File: src/rtl/tds_mul.sv
// Fixed-point multiplier: registered 32x32 product, then round half up and saturate.
// Stand-alone; no package needed.
`timescale 1ns / 1ps
module tds_mul #(
    parameter int FRAC_BITS = 16
) (
    input  logic               clk,
    input  logic               start,
    input  logic signed [31:0] x,
    input  logic signed [31:0] y,
    output logic signed [31:0] res,
    output logic               ovf
);

    localparam logic signed [63:0] RND = 64'sd1 <<< (FRAC_BITS - 1);
    localparam logic signed [63:0] LIM_HI = 64'sd2147483647;
    localparam logic signed [63:0] LIM_LO = -64'sd2147483648;

    logic signed [63:0] prod_reg;
    logic signed [63:0] rounded;
    logic signed [63:0] shifted;

    always_ff @(posedge clk)
    begin
        if (start)
        begin
            prod_reg <= 64'(x) * 64'(y);
        end
    end

    always_comb
    begin
        rounded = prod_reg + RND;
        shifted = rounded >>> FRAC_BITS;
        ovf     = (shifted > LIM_HI) || (shifted < LIM_LO);
        if (shifted > LIM_HI)
        begin
            res = 32'sh7FFF_FFFF;
        end
        else if (shifted < LIM_LO)
        begin
            res = 32'sh8000_0000;
        end
        else
        begin
            res = shifted[31:0];
        end
    end

endmodule

File: config.mk
export PLATFORM = sky130hd
export DESIGN_NAME = tds_mul
export DESIGN_NICKNAME = d
export VERILOG_FILES = /design/src/rtl/tds_mul.sv
export SDC_FILE = /design/constraint.sdc
export NUM_CORES = 2
export LEC_CHECK = 0
export BUFFER_PORTS_ARGS = -buffer_cell sky130_fd_sc_hd__buf_4
export CAP_MARGIN = 30
export CELL_PAD_IN_SITES_DETAIL_PLACEMENT = 0
export CELL_PAD_IN_SITES_GLOBAL_PLACEMENT = 2
export CORE_MARGIN = 4
export CORE_UTILIZATION = 37
export CTS_CLUSTER_DIAMETER = 120
export DETAILED_ROUTE_END_ITERATION = 8
export PLACE_DENSITY = 0.7
export SYNTH_ARGS = -nofsm -noshare
export SYNTH_HDL_FRONTEND = slang
export SYNTH_SLANG_ARGS = --single-unit
File: constraint.sdc
create_clock -name clk -period 17.2 [get_ports clk]
set_clock_uncertainty 0.15 [all_clocks]
set_input_delay 3.44 -clock clk [delete_from_list [all_inputs] [get_ports clk]]
set_output_delay 3.44 -clock clk [all_outputs]
set_load 0.02 [all_outputs]
Yosys cells after proc, flatten, opt, wreduce, memory -nomap -nowiden
Index checks and enable logic that the tools add are counted.
{ "op_classes": {"add_sub_neg": 1, "magnitude_cmp": 2, "muxes": 2, "mul": 1, "n_reduce_logical": 1} }
{ "op_table": {"columns": ["cell", "count"], "rows": [
  ["64-bit by 17-bit adder with 64-bit output, second input constant", 1],
  ["32-bit by 32-bit multiplier with 64-bit output", 1],
  ["32-bit 2-to-1 mux", 2],
  ["48-bit by 32-bit > comparator with 1-bit output, second input constant", 1],
  ["48-bit by 32-bit less-than comparator with 1-bit output, second input constant", 1],
  ["1-bit logical OR", 1]
]} }
{ "totals": {"wordCells": 8, "ff_bits": 64, "out_inout_bits": 33, "input_bits": 66} }

Longest topological paths before layout
{ "logic_depth": {"depth_word": 4, "depth_mapped": 27, "depth_no_buf": 26} }

Least setup slack after synthesis
Ideal clock, no wire load.
{ "synth_timing": {"path_kind": "input to register", "startpoint": "input x[31]", "endpoint": "register prod_reg[62], data pin", "setup_time_ns": 0.265, "arrival_time_ns": 10.649, "t_required_ns": 16.785, "stages": 25, "path_buffers": 1, "setup_slack_ns": 6.136, "path_cell_list": "clkbuf_1 -> nand2_1 -> inv_1 -> fa_1 -> fa_1 -> fa_1 -> inv_1 -> fa_1 -> inv_1 -> fa_1 -> fa_1 -> inv_1 -> fa_1 -> inv_1 -> fa_1 -> ha_1 -> a21o_1 -> a21o_1 -> a21o_1 -> a21o_1 -> a21oi_1 -> inv_1 -> a21oi_1 -> o21ai_0 -> xor2_1"} }
{ "synth_via": {"elab_chain_cells": 1} }
{ "synth_lines": {"columns": ["item", "line_no", "source"], "rows": [
  ["start: declaration", "9", "input logic signed [31:0] x,"],
  ["32-bit by 32-bit multiplier with 64-bit output", "27", "prod_reg <= 64'(x) * 64'(y);"],
  ["end signal: assignment", "27", null],
  ["end: declaration", "19", "logic signed [63:0] prod_reg;"]
]} }
No other way between the ends.
A chain may end at the register's enable or synchronous reset.

Worst setup path in the final report
{ "layout_timing": {"startpoint": "input y[8]", "endpoint": "register prod_reg[62], data pin"} }
{ "layout_via": {"elab_chain_cells": 1} }
{ "layout_lines": {"columns": ["item", "line_no", "source"], "rows": [
  ["start: declaration", "10", "input logic signed [31:0] y,"],
  ["32-bit by 32-bit multiplier with 64-bit output", "27", null]
]} }
No other way between the ends.

==> results.cfg <==
[global_routing]
grt_pass1_vias = 30300
grt_pass1_wl_mm = 186
antenna_found_initial = 7
grt_usage_pct = 22.7
overflow = 0
grt_max_degree = 50

[timing]
hold_viol = 0
report.final.setup_viol = 0
rsz0062_at_grt = false
fmax_ghz = 0.0866
finalSetupTns_ps = 0
fin_ws_ps = 5650
worstMarginPinSlew_ps = 955
min_period_over_period_pct = 67.2
max_slew_margin_pct = 35.8
maxSlewViolCount = 0
timing.hold.ws_ps = 3530
finalCriticalPeriod_ps = 11550

[yosys]
syn-cell-area_um2 = 38400
synth_enable_flop_cells = 49
synthArstFlopShare_pct = 0
synth_cell_types = 61
syn_inst = 4064
synth_flop_cell = edfxtp_1
ys_warn_count = 0
synth_seq_cells = 49
avgSynthCellArea_um2 = 9.45
synth_seq_area_share_pct = 3.83
synth_fp_nets = 5392

[route]
dr_wl_met2_mm = 61.5
firstDrtPassIters = 5
wire_per_inst_um = 22.1
drc = 0
drt-vias-per-instance = 4.92
drt_iter0_drc = 1341
antenna_left = 0
routed-via-count = 26300
wl_met3_mm = 3.08
top_layer_used = met5
met1_length_mm = 49.6
drt-total-wl_mm = 118

[critical_path]
endpoint = prod_reg[62]
cp-end-kind = flop
critPathMaxFanout = 32
crit_type = primary input to flop
cp-startpoint = y[8]
crit_arrival_ps = 11450
crit_path_start_kind = primary input
crit_required_ps = 17100

[cells_and_area]
drive_above_1_share_pct = 3.07
syn_to_final_growth_pct = 4.92
layoutNonFillerInstCount = 5342
largest_reg_flops = 49
finalNetCount = 5300

[clock_tree]
postCtsHoldBufs = 0
tritoncts = yes
clock-root-buffer = clkbuf_16
cts.sinks = 49
cts_buffer_depth = 2
cts_setup_buffers = 0
ctsResizeCount = 0
numCtsBuffers = 5
htree_levels = 2
path_clk_slew_ps = 70

[placed_design]
post-place-cells = 5332
portBuffers = 98
place_ws_ps = 5320
dpl.hpwl_mm = 90.9
place.gp.congestion = 0.813

[floorplan]
ioPinCount = 99
die_w_um = 330
start_util_pct = 37.5
fp.dieH_um = 330
core-area_um2 = 102000
die_area_um2 = 109000
row_count = 117

[run_status]
status = complete, no violations

[hold_path]
hold_path_class = primary input to flop

[run]
maxCapViolCount = 0
## stage by stage
stage                     cell area, um^2  util [%]
after floorplan                     38400         -
after global placement              40100      39.2
after detailed placement            40100      39.2
after CTS                           40300      39.3
after global routing                40300      39.3
final                               40300      39.3
## cell type report
cell class              instances  area (um^2)
diodes                          1         2.50
clock buffers                   5          125
clock inverters                 3         43.8
fillers                     10400        62200
inverters                     983         3690
multi-input cells            2827        32500
flip-flops and latches         49         1470
well taps                    1368         1710
repair buffers                106          793
## cells by family (layout without fill, tap and decap cells)
group                      Yosys count  after routing  share of synthesized area (%)
adders and majority gates         1262           1262                           62.2
buffers and inverters             1188           1097                           11.7
AOI/OAI and AO/OA                  213            213                           3.43
muxes                                6              6                          0.160
other                                0              1                              0
and+or+nand+nor                   1250           1250                           16.5
DFF                                 49             49                           3.83
xor gates and xnor gates            96             96                           2.19
## layout by cell type (no fill, tap or decap), drive strengths merged, types with 6 or more instances in the layout
| cell | synthesis | final |
|---|---|---|
| fa | 1081 | 1081 |
| inv | 983 | 984 |
| nand2 | 546 | 546 |
| and2 | 511 | 511 |
| ha | 181 | 181 |
| buf | 5 | 105 |
| o21ai | 66 | 66 |
| nor2 | 61 | 61 |
| xnor2 | 57 | 57 |
| a21oi | 56 | 56 |
| edfxtp | 49 | 49 |
| xor2 | 39 | 39 |
| nand4 | 32 | 32 |
| a21o | 24 | 24 |
| nand2b | 23 | 23 |
| nand3 | 18 | 18 |
| nor3 | 12 | 12 |
| and3 | 11 | 11 |
| and4 | 10 | 10 |
| o211ai | 10 | 10 |
| o21a | 8 | 8 |
| o21bai | 8 | 8 |
| nor4 | 8 | 8 |
| a211oi | 7 | 7 |
| clkbuf | 200 | 6 |
## worst min path at each step
stage | from | slack [ps] | cells after the start | to
after floorplan | start | 3400 | 0 | prod_reg[15]
after global placement | start | 3850 | 1 | prod_reg[15]
after detailed placement | start | 3860 | 1 | prod_reg[15]
after CTS | start | 3550 | 1 | prod_reg[15]
after global routing | start | 3550 | 1 | prod_reg[15]
final | start | 3530 | 1 | prod_reg[15]
## critical path, cell delays in order
cell and delay (ps):
buf_4 410, nand2_1 240, fa_1 660, fa_1 990, inv_1 130, fa_1 940
fa_1 560, fa_1 510, fa_1 540, inv_1 50, fa_1 520, inv_1 60
fa_1 470, ha_1 390, a21o_1 200, a21o_1 170, a21o_1 200, a21o_1 180
a21oi_1 260, inv_1 70, a21oi_1 140, o21ai_0 110, xor2_1 170
## synth_stat cells (23+ instances only)
cell type  instances  share of area (%)
a21oi_1           56               0.73
and2_1           511                8.3
nand2_1          545                5.3
edfxtp_1          49                3.8
nand4_1           31               0.50
a21o_1            24               0.47
xor2_1            39               0.89
o21ai_0           45               0.59
xnor2_1           57                1.3
fa_1            1081                 56
clkbuf_1         200                2.0
nor2_1            61               0.60
nand2b_1          23               0.37
inv_1            983                9.6
ha_1             181                5.9
## routing by layer
layer,vias up,GRT usage [%]
met5,-,0
met4,2,5.39
met3,116,1.24
met2,459,42.0
met1,14200,29.2
li1,11500,-
Power is not shown: default switching activity piles up to over one toggle a cycle in this logic, so the estimate is an artifact.
