==> src/rtl/tds_pkg.sv <==
// Shared types and helpers for the tridiagonal sweep solver.
// Word structs for both channels, register codes and 33-bit saturation.
`timescale 1ns / 1ps
package tds_pkg;

    typedef struct packed {
        logic signed [31:0] sub_coef;
        logic signed [31:0] diag_coef;
        logic signed [31:0] super_coef;
        logic signed [31:0] rhs_value;
    } row_word_t;

    typedef struct packed {
        logic signed [31:0] x_value;
        logic        [3:0]  x_index;
        logic               last_flag;
        logic               singular;
    } sol_word_t;

    localparam logic [1:0]         ADDR_ROWS_IN_USE = 2'd0;
    localparam logic [4:0]         ROWS_RESET = 5'd4;
    localparam logic [4:0]         ROWS_MIN   = 5'd2;
    localparam logic signed [31:0] FIX_MAX    = 32'sh7FFF_FFFF;
    localparam logic signed [31:0] FIX_MIN    = 32'sh8000_0000;
    localparam logic signed [32:0] WIDE_MAX   = 33'sh0_7FFF_FFFF;
    localparam logic signed [32:0] WIDE_MIN   = 33'sh1_8000_0000;

    function automatic logic ovf33(input logic signed [32:0] v);
        ovf33 = (v > WIDE_MAX) || (v < WIDE_MIN);
    endfunction

    function automatic logic signed [31:0] sat33(input logic signed [32:0] v);
        if (v > WIDE_MAX)
        begin
            sat33 = FIX_MAX;
        end
        else if (v < WIDE_MIN)
        begin
            sat33 = FIX_MIN;
        end
        else
        begin
            sat33 = v[31:0];
        end
    endfunction

endpackage

==> src/rtl/tds_div.sv <==
// Serial restoring divider: (num << FRAC_BITS) / den, truncated toward zero, saturated.
// Uses tds_pkg for the saturation limits; one quotient bit per cycle.
`timescale 1ns / 1ps
module tds_div
    import tds_pkg::*;
#(
    parameter int FRAC_BITS = 16
) (
    input  logic               clk,
    input  logic               rst_n,
    input  logic               start,
    input  logic signed [32:0] num,
    input  logic signed [31:0] den,
    output logic               done,
    output logic signed [31:0] quot,
    output logic               err
);

    localparam int QW = 32 + FRAC_BITS;
    localparam int CNTW = $clog2(QW + 1);
    localparam logic [QW-1:0] POS_LIM = QW'(64'h7FFF_FFFF);
    localparam logic [QW-1:0] NEG_LIM = QW'(64'h8000_0000);

    logic            busy_reg;
    logic            done_reg;
    logic            neg_reg;
    logic            zero_den_reg;
    logic            num_neg_reg;
    logic            num_zero_reg;
    logic [CNTW-1:0] cnt_reg;
    logic [QW-1:0]   sh_reg;
    logic [32:0]     rem_reg;
    logic [32:0]     dmag_reg;
    logic signed [31:0] quot_reg;
    logic            err_reg;

    logic [32:0] num_mag;
    logic [32:0] trial;
    logic        take;
    logic [QW-1:0] neg_q;

    always_comb
    begin
        num_mag = num[32] ? 33'(-num) : 33'(num);
        trial   = {rem_reg[31:0], sh_reg[QW-1]};
        take    = trial >= dmag_reg;
        neg_q   = -sh_reg;
    end

    always_ff @(posedge clk or negedge rst_n)
    begin
        if (!rst_n)
        begin
            busy_reg <= 1'b0;
            done_reg <= 1'b0;
        end
        else
        begin
            if (start)
            begin
                done_reg     <= 1'b0;
                busy_reg     <= 1'b1;
                neg_reg      <= num[32] ^ den[31];
                zero_den_reg <= (den == 32'sd0);
                num_neg_reg  <= num[32];
                num_zero_reg <= (num == 33'sd0);
                dmag_reg     <= den[31] ? 33'(-{den[31], den}) : {1'b0, den};
                sh_reg       <= {num_mag[31:0], {FRAC_BITS{1'b0}}};
                rem_reg      <= '0;
                cnt_reg      <= CNTW'(QW);
            end
            else if (busy_reg)
            begin
                if (zero_den_reg)
                begin
                    busy_reg <= 1'b0;
                    done_reg <= 1'b1;
                    err_reg  <= 1'b1;
                    if (num_zero_reg)
                    begin
                        quot_reg <= 32'sd0;
                    end
                    else if (num_neg_reg)
                    begin
                        quot_reg <= FIX_MIN;
                    end
                    else
                    begin
                        quot_reg <= FIX_MAX;
                    end
                end
                else if (cnt_reg == '0)
                begin
                    busy_reg <= 1'b0;
                    done_reg <= 1'b1;
                    if (!neg_reg)
                    begin
                        err_reg  <= sh_reg > POS_LIM;
                        quot_reg <= (sh_reg > POS_LIM) ? FIX_MAX : sh_reg[31:0];
                    end
                    else
                    begin
                        err_reg  <= sh_reg > NEG_LIM;
                        quot_reg <= (sh_reg > NEG_LIM) ? FIX_MIN : neg_q[31:0];
                    end
                end
                else
                begin
                    done_reg <= 1'b0;
                    rem_reg  <= take ? (trial - dmag_reg) : trial;
                    sh_reg   <= {sh_reg[QW-2:0], take};
                    cnt_reg  <= cnt_reg - CNTW'(1);
                end
            end
            else
            begin
                done_reg <= 1'b0;
            end
        end
    end

    assign done = done_reg;
    assign quot = quot_reg;
    assign err  = err_reg;

endmodule

==> config.mk <==
export PLATFORM = sky130hd
export DESIGN_NAME = tds_div
export DESIGN_NICKNAME = d
export VERILOG_FILES = /design/src/rtl/tds_pkg.sv /design/src/rtl/tds_div.sv
export SDC_FILE = /design/constraint.sdc
export NUM_CORES = 1
export LEC_CHECK = 0
export BUFFER_PORTS_ARGS = -buffer_cell sky130_fd_sc_hd__buf_2
export CAP_MARGIN = 20
export CELL_PAD_IN_SITES_DETAIL_PLACEMENT = 0
export CELL_PAD_IN_SITES_GLOBAL_PLACEMENT = 1
export CORE_ASPECT_RATIO = 1.75
export CORE_UTILIZATION = 25
export CTS_CLUSTER_SIZE = 16
export DETAILED_ROUTE_END_ITERATION = 10
export PLACE_DENSITY = 0.52
export SYNTH_ARGS = -nofsm -noshare
export SYNTH_HDL_FRONTEND = slang
export SYNTH_SLANG_ARGS = --single-unit
export TNS_END_PERCENT = 100
==> constraint.sdc <==
create_clock -name clk -period 3.8 [get_ports clk]
set_input_delay 0.95 -clock clk [delete_from_list [all_inputs] [get_ports clk]]
set_output_delay 0.95 -clock clk [all_outputs]
set_load 0.005 [all_outputs]
# Yosys cells after proc, flatten, opt, wreduce, memory -nomap -nowiden
# Cells that the tools add are included.
# word_totals
inputBits,68
word_cells,64
register_bits,159
output_inout_bits,34
# classes
add_sub_neg,5
n_lt_le_gt_ge,3
n_reduce_logical,8
n_eq_ne,2
mux,30
bitwise_logic,2
# op_table
operator,count
2-to-1 mux 32 bit,8
2-to-1 mux 48 bit,4
2-to-1 mux 33 bit,4
negation 32 bit,2
> comparator 48 x 31 -> 1 bit (second input constant),1
> comparator 48 x 32 -> 1 bit (second input constant),1
greater-or-equal comparator 33 bit,1
logical NOT 33 bit,1
negation 33 bit,1
subtractor 33 bit,1
logical NOT 32 bit,1
2-to-1 mux 31 bit,1
2-to-1 mux 6 bit,3
2-to-1 mux 1 bit,10
AND reduction 4 bit,2
logical NOT 6 bit,1
subtractor 6 x 1 -> 6 bit (second input constant),1
!= test 2 bit (second input constant),2
nonzero test 2 bit,2
AND reduction 2 bit,1
NOT 1 bit,1
bitwise XOR 1 bit,1

# Depth between registers and ports, before layout
# logic_depth
word_depth,5
depth_mapped,13
depth_no_buf,11

# Worst setup path after synthesis
# OpenSTA, ideal clock, no wires.
# synth_timing
path_kind,input to register
from,in den[9]
to,reg dmag_reg[29] (data pin)
path_stages,8
t_required_ns,3.542
path_buffers,0
slack_ns,0.147
arrival_time_ns,3.395
path_cell_list,or4_4 -> nor4_4 -> nand3_2 -> or4_4 -> or4_1 -> or4_4 -> o31ai_4 -> xnor2_1
# synth_via
elab_chain_cells,2
# synth_rtl
element,line_no,rtl
start: declaration,tds_div.sv:13,"input logic signed [31:0] den,"
negation 33 bit,tds_div.sv:67,"dmag_reg <= den[31] ? 33'(-{den[31], den}) : {1'b0, den};"
2-to-1 mux 31 bit,tds_div.sv:67,
end signal: assignment,tds_div.sv:67,
end: declaration,tds_div.sv:33,logic [32:0] dmag_reg;
# Every way passes these cells.
# A chain may end at the register's enable or synchronous reset.

# Final worst setup path
# Ends and elaborated chain as after synthesis.

==> impl_results.md <==
* CP cell instances: buf_2 > or4_4 > nor4_4 > nand3_2 > or4_4 > or4_1 > or4_4 > o31ai_4 > xnor2_1
* Switching share of total power at 28.9%
* Initial DRC Count at 436
* DRC at 0
* Clock Skews at 0.0141 ns
* Rows at 100
* Core Footprint at 0.0425 mm²
* Pint at 3.69 mW
* Antenna-violating nets left at 0
* Min Tclk post-route at 3.42 ns
* Initial antenna violation count at 2
* Die Span Y at 277 µm
* Post-synth ARST share at 1.27%
* CTS Buf Count at 17
* Clk buf depth at 2
* R2r startpoint: rem_reg[23]
* Worst EP arrival at 3.61 ns
* Critical path capture point type: register
* Simple-gate share of the synthesized area at 18.9%
* Slew Viols, Final at 0
* # H-tree levels at 4
* Setup CP Type: in2reg
* Number of flops mapped to enable cells by yosys at 156
* Final Instance Area at 0.0127 mm²
* Cell count after synthesis at 1200
* Post_cts resized at 0
* Netlist Area Pre-Place at 0.0108 mm²
* Filler cells at 4598
* CTS Sinks at 158
* Final period utilization at 89.9%
* Critical Path Most Common Cell: or4_4
* Most used DFF post-synth: edfxtp_1
* Routed vias/inst at 4.88
* Die X at 159 µm
* Largest family of logic cells by synthesized area: compound AO/OA/AOI/OAI gates
* Status: finished clean
* Nets at 1394
* Worst Hold Class: in2async
* Detailed-placement wirelength estimate at 24600 µm
* Vias in the first global route at 9287
* Max Cap Violations at 0
* Synthesized area per cell at 8.97 µm²
* Least-Margin Pin Slew at 0.966 ns
* Fraction of layout cells with a size suffix above 1 at 14.9%
* Final setup violation count at 0
* Dpl ws at -0.128 ns
* Die ar. at 0.0439 mm²
* Critical path's largest stage delay at 0.56 ns
* Seq/Total Area, Yosys at 44.0%
* Hold_buf cts at 0
* Worst path required time at 3.99 ns
* Synthesis Warnings at 0
* Synth Area in XOR/XNOR at 7.16%
* Slowest CP cell: or4_4
* Area Growth Syn to Fin at 18.1%
* Mux contribution to synthesized area at 1.50%
* Worst skew pair latency at 0.45 ns
* Max IR drop VDD at 0.205 mV
* Sequential power share at 41.3%
* CTS tree: yes
* Worst Setup SP: den[9]
* Max FFs per register at 48
* Avg WL per Cell at 17.8 µm
* Post-synthesis net count at 1306
* I/O Pins at 102
* First-pass DRT Iterations at 6
* Largest net degree at the start of global routing at 87
* Tot GR Track Use at 15.3%
* Seq cells post-synth at 158
* Compound-Gate Fraction of Synth Area at 19.4%
* Grt total ovfl at 0
* Final WS setup at 0.383 ns
* Unrepaired setup endpoints after global routing: no
* Rel. slew slack at 35.6%
* Fmax at 0.293 GHz
* Post-Synth Adder-Cell Area at 4.48%
* P_leak at 4.66 nW
* Post-CTS Setup Inserts at 0
* DP Area at 0.0120 mm²
* Final hold vios at 0
* Pwr dens at 408 mW/mm²
* Commonest non-fill, non-tap cell in the layout: nand2_1
* Worst-path clk slew at 0.07 ns
* Combinational power share at 19.4%
* Root Buffer: clkbuf_16
* Clk network pwr share at 39.3%
* Wire length of the first global-routing pass at 52000 µm
* Port Buffers at 101
* WL final at 33100 µm
* Via count at 9102
* Setup crit start kind: input pin
* Post-synthesis cell type count at 71
* R2R setup slack at 0.44 ns
* Net Switching at 1.50 mW
* Gpl congestion at 0.812
* Starting density of the core at 25.3%
* Commonest cells after routing, fill and taps aside: nand2_1 (183), edfxtp_1 (156), o21ai_0 (111)
* Crit Path Max Fanout at 3
[cells in the mapped netlist (3+ instances only)]
cell type | n | share of area (%)
nand2_1 | 183 | 6.4
edfxtp_1 | 156 | 43
o21ai_0 | 111 | 5.2
a21oi_1 | 83 | 3.9
nor2_1 | 80 | 2.8
xnor2_1 | 76 | 6.2
clkbuf_1 | 66 | 2.3
inv_1 | 57 | 2.0
ha_1 | 37 | 4.3
a31oi_1 | 26 | 1.5
o31ai_1 | 25 | 1.7
nor3_1 | 23 | 1.1
or3_1 | 22 | 1.3
nand3_1 | 19 | 0.88
o21ai_1 | 17 | 0.79
mux2i_1 | 15 | 1.4
nand2b_1 | 15 | 0.87
nor4_1 | 15 | 0.87
nand4_1 | 14 | 0.81
xor2_1 | 12 | 0.98
a21o_1 | 11 | 0.77
or4_1 | 10 | 0.70
nor2b_1 | 9 | 0.52
o211ai_1 | 9 | 0.63
o41ai_1 | 9 | 0.73
and3_1 | 6 | 0.35
a32oi_1 | 5 | 0.41
o21bai_1 | 5 | 0.35
a41oi_1 | 4 | 0.33
buf_1 | 4 | 0.14
nand3b_1 | 4 | 0.28
o21a_1 | 4 | 0.28
or2_2 | 4 | 0.23
a211o_1 | 3 | 0.24
a22o_1 | 3 | 0.24
a2bb2oi_1 | 3 | 0.24
and2_1 | 3 | 0.17
buf_2 | 3 | 0.14
nand4b_1 | 3 | 0.24
or2_1 | 3 | 0.17
or4_4 | 3 | 0.31
[kinds of logic after synthesis]
group,after synthesis
other,1
multiplexers,16
buffers and inverters,132
AND/OR/NAND/NOR,424
flip-flops,158
adder cells (fa/ha/maj),38
AO/OA/AOI/OAI,343
XOR/XNOR,88
[power by group through the flow]
| stage | Sequential, mW | Clock (mW) | Combinational, mW |
|---|---|---|---|
| floorplan | 2.14 | 0 | 0.698 |
| global placement | 2.18 | 0 | 1.01 |
| detailed placement | 2.18 | 0 | 1.01 |
| CTS | 2.14 | 2.09 | 1.02 |
| global route | 2.16 | 2.14 | 1.13 |
| finish | 2.14 | 2.04 | 1.01 |
[metal layers]
layer	vias up	part of all wire [%]	GRT usage [%]
met5	-	0	0
met4	0	3.2	7.13
met3	44	2.4	2.06
met2	166	56	30.5
met1	4331	38	15.3
li1	4561	-	-
[path summary, 6_finish.rpt]
| check | depth (start not counted) | end |
|---|---|---|
| max | 9 | dmag_reg[29] |
| min | 1 | done |
| max reg2reg | 11 | rem_reg[7] |
| min reg2reg | 2 | sh_reg[47] |
| max in group asynchronous | 1 | busy_reg |
| min in group clk | 2 | sh_reg[47] |
[critical path: cells and delay by family]
kind | cells | cell delay (ns)
xor gates and xnor gates | 1 | 0.09
buffers and inverters | 1 | 0.10
AOI/OAI and AO/OA | 1 | 0.20
and+or+nand+nor | 6 | 2.26
[area by class of cell]
class	count	area, µm²	share of cell area (%)
antenna	2	5.00	0.0394
clock buffer	17	425	3.35
clock inverter	15	255	2.01
inverter	59	221	1.74
multi-input combinational	910	5560	43.7
sequential	158	4730	37.2
tap	561	702	5.52
timing repair buffer	142	811	6.38
[metrics by stage]
step                      hold WS [ns]  power [mW]  utilization (%)  setup TNS, ns  std cells
after global routing             0.356        5.43             29.9              0       1864
after CTS                        0.353        5.25             29.9              0       1862
after detailed placement         0.556        3.20             28.3         -0.403       1830
after floorplan                  0.522        2.84                -              0       1200
after global placement           0.553        3.19             28.3         -0.307       1829
final                            0.364        5.18             29.9              0       1864
No activity file was read; power rests on OpenSTA's default activity.
